===== src/rtl/ard_pkg.sv =====
`timescale 1ns / 1ps
// ----------------------------------------------------------------------------
// ard_pkg: shared types and constants for the audio requantizer core
// Register indexes, quantizer modes and sequencer states.
// ----------------------------------------------------------------------------
package ard_pkg;

  localparam int unsigned MaxChannels = 8;

  localparam logic [31:0] LcgMul = 32'd1664525;
  localparam logic [31:0] LcgAdd = 32'd1013904223;

  typedef enum logic [2:0] {
    REG_SRC_CH  = 3'd0,
    REG_DST_CH  = 3'd1,
    REG_BITS    = 3'd2,
    REG_SIGNED  = 3'd3,
    REG_LITTLE  = 3'd4,
    REG_QMODE   = 3'd5
  } reg_idx_e;

  typedef enum logic [1:0] {
    QM_TRUNC = 2'd0,
    QM_EFB   = 2'd1,
    QM_TPDF  = 2'd2,
    QM_SHAPE = 2'd3
  } qmode_e;

  typedef enum logic [2:0] {
    ST_IDLE,
    ST_LCG1,
    ST_LCG2,
    ST_SHAPE,
    ST_QUANT,
    ST_ERR,
    ST_EMIT,
    ST_CLEAR
  } state_e;

endpackage


===== src/rtl/ard_lcg.sv =====
`timescale 1ns / 1ps
// ----------------------------------------------------------------------------
// ard_lcg: shared LCG step unit
// One multiply-add of the dither generator, registered at the output.
// ----------------------------------------------------------------------------
module ard_lcg (
  input  logic        clk_i,
  input  logic [31:0] seed_i,
  output logic [31:0] seed_o
);

  always_ff @(posedge clk_i) begin
    seed_o <= seed_i * ard_pkg::LcgMul + ard_pkg::LcgAdd;
  end

endmodule


===== config.mk =====
export PLATFORM = sky130hd
export DESIGN_NAME = ard_lcg
export DESIGN_NICKNAME = d
export VERILOG_FILES = /design/src/rtl/ard_pkg.sv /design/src/rtl/ard_lcg.sv
export SDC_FILE = /design/constraint.sdc
export NUM_CORES = 1
export LEC_CHECK = 0
export ABC_CLOCK_PERIOD_IN_PS = 5100
export BUFFER_PORTS_ARGS = -buffer_cell sky130_fd_sc_hd__buf_2
export CORE_MARGIN = 2
export CORE_UTILIZATION = 50
export CTS_CLUSTER_SIZE = 20
export DETAILED_ROUTE_END_ITERATION = 7
export GPL_TIMING_DRIVEN = 0
export PLACE_DENSITY = 0.67
export SKIP_CTS_REPAIR_TIMING = 1
export SYNTH_ARGS = -nofsm -noshare
export SYNTH_HDL_FRONTEND = slang
export SYNTH_SLANG_ARGS = --single-unit

===== constraint.sdc =====
create_clock -name clk_i -period 5.1 [get_ports clk_i]
set_clock_uncertainty 0.2 [all_clocks]
set_input_delay 0.255 -clock clk_i [delete_from_list [all_inputs] [get_ports clk_i]]
set_output_delay 0.255 -clock clk_i [all_outputs]
set_load 0.1 [all_outputs]

==> flow_summary_export.csv <==
group,metric,value,unit
drt,wl_per_cell,15.3,um
clock_network,cts.sink_count,32,
placed_design,place_congestion,0.918,
critical_path,endpoint_kind,"flip-flop",
grt,overflow,0,
run_status,violations,"setup timing",
logic_synthesis,avgSynthCellArea,9.76,um^2
placed_design,placed_area,8460,um^2
grt,antenna_found_initial,0,
timing,rsz0062_at_grt,"true",
drt,totalWireLength,16300,um
critical_path,path_buf_inv,7,
grt,grt_pass1_vias,5755,
logic_synthesis,synth_edf_count,0,
logic_synthesis,synth_top_family_by_area,"adder cells",
drt,drt_iter0_drc,127,
critical_path,crit_family,"adder cells",
timing,relSlewSlack,0.676,
critical_path,crit_required,5080,ps
drt,via_per_inst,4.99,
critical_path,path_max_fanout,6,
flow_run,maxCapViolCount,0,
logic_synthesis,syn_inst,791,
logic_synthesis,ys_warn_count,0,
final_layout,layout-drive-gt1-share,0.188,
run_status,status,"finished, violations left",
grt,grt_start_max_net_pins,11,
logic_synthesis,synth-simple-area-share,0.0501,
placed_design,numPortBuffers,64,
die,rows,45,
clock_network,cts_made_buffers,5,
critical_path,cpPeakStageDelay,510,ps
logic_synthesis,ys_async_sr_fraction,0,
critical_path,cpMostUsedCell,"fa_1",
grt,track_usage,0.220,
clock_network,htreeDepth,2,
final_layout,final_area,9000,um^2
logic_synthesis,synth_xor_area_frac,0.0499,
final_layout,fin_nets,1207,
logic_synthesis,synth.area.mux_share,0.00259,
placed_design,dpl.cell_count,1043,
logic_synthesis,synth_top_cell_by_area,"fa_1",
drt,postRouteAntennaNets,0,
final_layout,largest_reg_flops,32,
final_layout,reg.largest.list,"seed_o x32",
critical_path,crit_slowest_cell,"fa_1",
clock_network,clockBufferDepth,2,
critical_path,crit_path_start_kind,"input port",
timing,timing.final.crit_share,1.05,
logic_synthesis,synth_ff_type,"dfxtp_1",
logic_synthesis,yosys.area.top_type_share,0.355,
timing,fmax,187,MHz
die,start_util,0.510,
clock_network,cts_tree,"built",
timing,setup_viol,9,
drt,num_vias,5323,
die,core_area,15100,um^2
die,fp.dieW,128,um
logic_synthesis,synth-compound-area-share,0.0739,
timing,hold_viol,0,
logic_synthesis,syn_area,7720,um^2
die,dieArea,16400,um^2
drt,drcViolationCount,0,
logic_synthesis,yosys-top-cells-area,"fa_1, ha_1, inv_1, dfxtp_1, xnor2_1",
die,die_h,128,um
final_layout,insertedDiodeCount,0,
logic_synthesis,ys_seq_area_frac,0.0830,
logic_synthesis,synth_fp_nets,1121,
critical_path,crit_arrival,5330,ps
critical_path,cp_cell_sequence,"buf_12 -> clkinvlp_4 -> buf_6 -> ha_4 -> xnor2_1 -> ha_1 -> fa_1 -> inv_2 -> fa_1 -> inv_1 -> fa_1 -> fa_1 -> inv_2 -> fa_1 -> inv_2 -> ha_4 -> and3_4 -> and2b_2 -> nand2_2 -> and3_4 -> nand4b_4 -> a41oi_2 -> xnor2_1",
clock_network,cts-root-buf,"clkbuf_16",
placed_design,post-place-ws,-1010,ps
drt,first_pass_iters,4,
timing,tightest_slew,490,ps
logic_synthesis,ys_types,47,
final_layout,synthToLayoutAreaGrowth,16.6,%
timing,setup_slack,-253,ps
hold_path,hold_path.class,"in -> reg",
logic_synthesis,yosys.cell_count.top_type,"inv_1",
logic_synthesis,yosys-top-cells-count,"inv_1, ha_1, fa_1",
timing,maxSlewViolCount,0,
grt,grt_pass1_wl,27700,um
clock_network,clk_pin_slew,60,ps
critical_path,crit_type,"in -> reg",
placed_design,hpwl,14600,um
final_layout,top_register,"seed_o",
timing,min_period,5350,ps
die,ios,65,
logic_synthesis,synth-adder-area-share,0.615,
logic_synthesis,postSynthRegisterBits,32,
final_layout,fin_cells,1066,
[metal layers]
layer / part of all wire / global-route usage / routed length (um) / vias up
li1: - / - / - / 2584
met1: 0.42 / 0.273 / 6910 / 2616
met3: 0.041 / 0.0313 / 660 / 24
met2: 0.51 / 0.398 / 8340 / 99
met4: 0.023 / 0.0646 / 374 / 0
met5: 0 / 0 / 0 / -
[logic make-up (layout without fill, tap and decap cells)]
family                   after synthesis  after routing
AO/OA/AOI/OAI                         80             80
AND/OR/NAND/NOR                       77             77
flip-flops                            32             32
adder cells (fa/ha/maj)              297            297
XOR/XNOR                              44             44
buffers and inverters                259            346
multiplexers                           2              2
[stage by stage]
step	utilization	hold WS, ps	TNS, ps
after floorplan	-	167	-137
after global placement	0.558	547	-9830
after detailed placement	0.558	538	-10180
after CTS	0.569	229	-5970
after global routing	0.594	149	-2910
final	0.594	150	-1510
[worst paths after layout]
path      start                  to  cells after the start
max   seed_i[1]  seed_o[30]$_DFF_P_                     23
min   seed_i[1]   seed_o[1]$_DFF_P_                      3
[placed cells by master, fill, tap and decap left out, types with 12 or more instances in the layout]
cell	count
inv_1	240
ha_1	137
fa_1	135
buf_2	57
xnor2_1	32
dfxtp_1	32
nor2_1	20
a21oi_1	20
ha_4	20
nand2_1	17
buf_4	15
inv_2	14
o21ai_0	12
[area by class of cell]
class                   count  area (um^2)
fillers                  1338         6140
well taps                 188          235
repair buffers             79          474
flip-flops and latches     32          641
multi-input cells         500         6500
clock buffers               6          129
inverters                 259          990
clock inverters             2         35.0
Power is not shown: default switching activity piles up to over one toggle a cycle in this logic, so the estimate is an artifact.
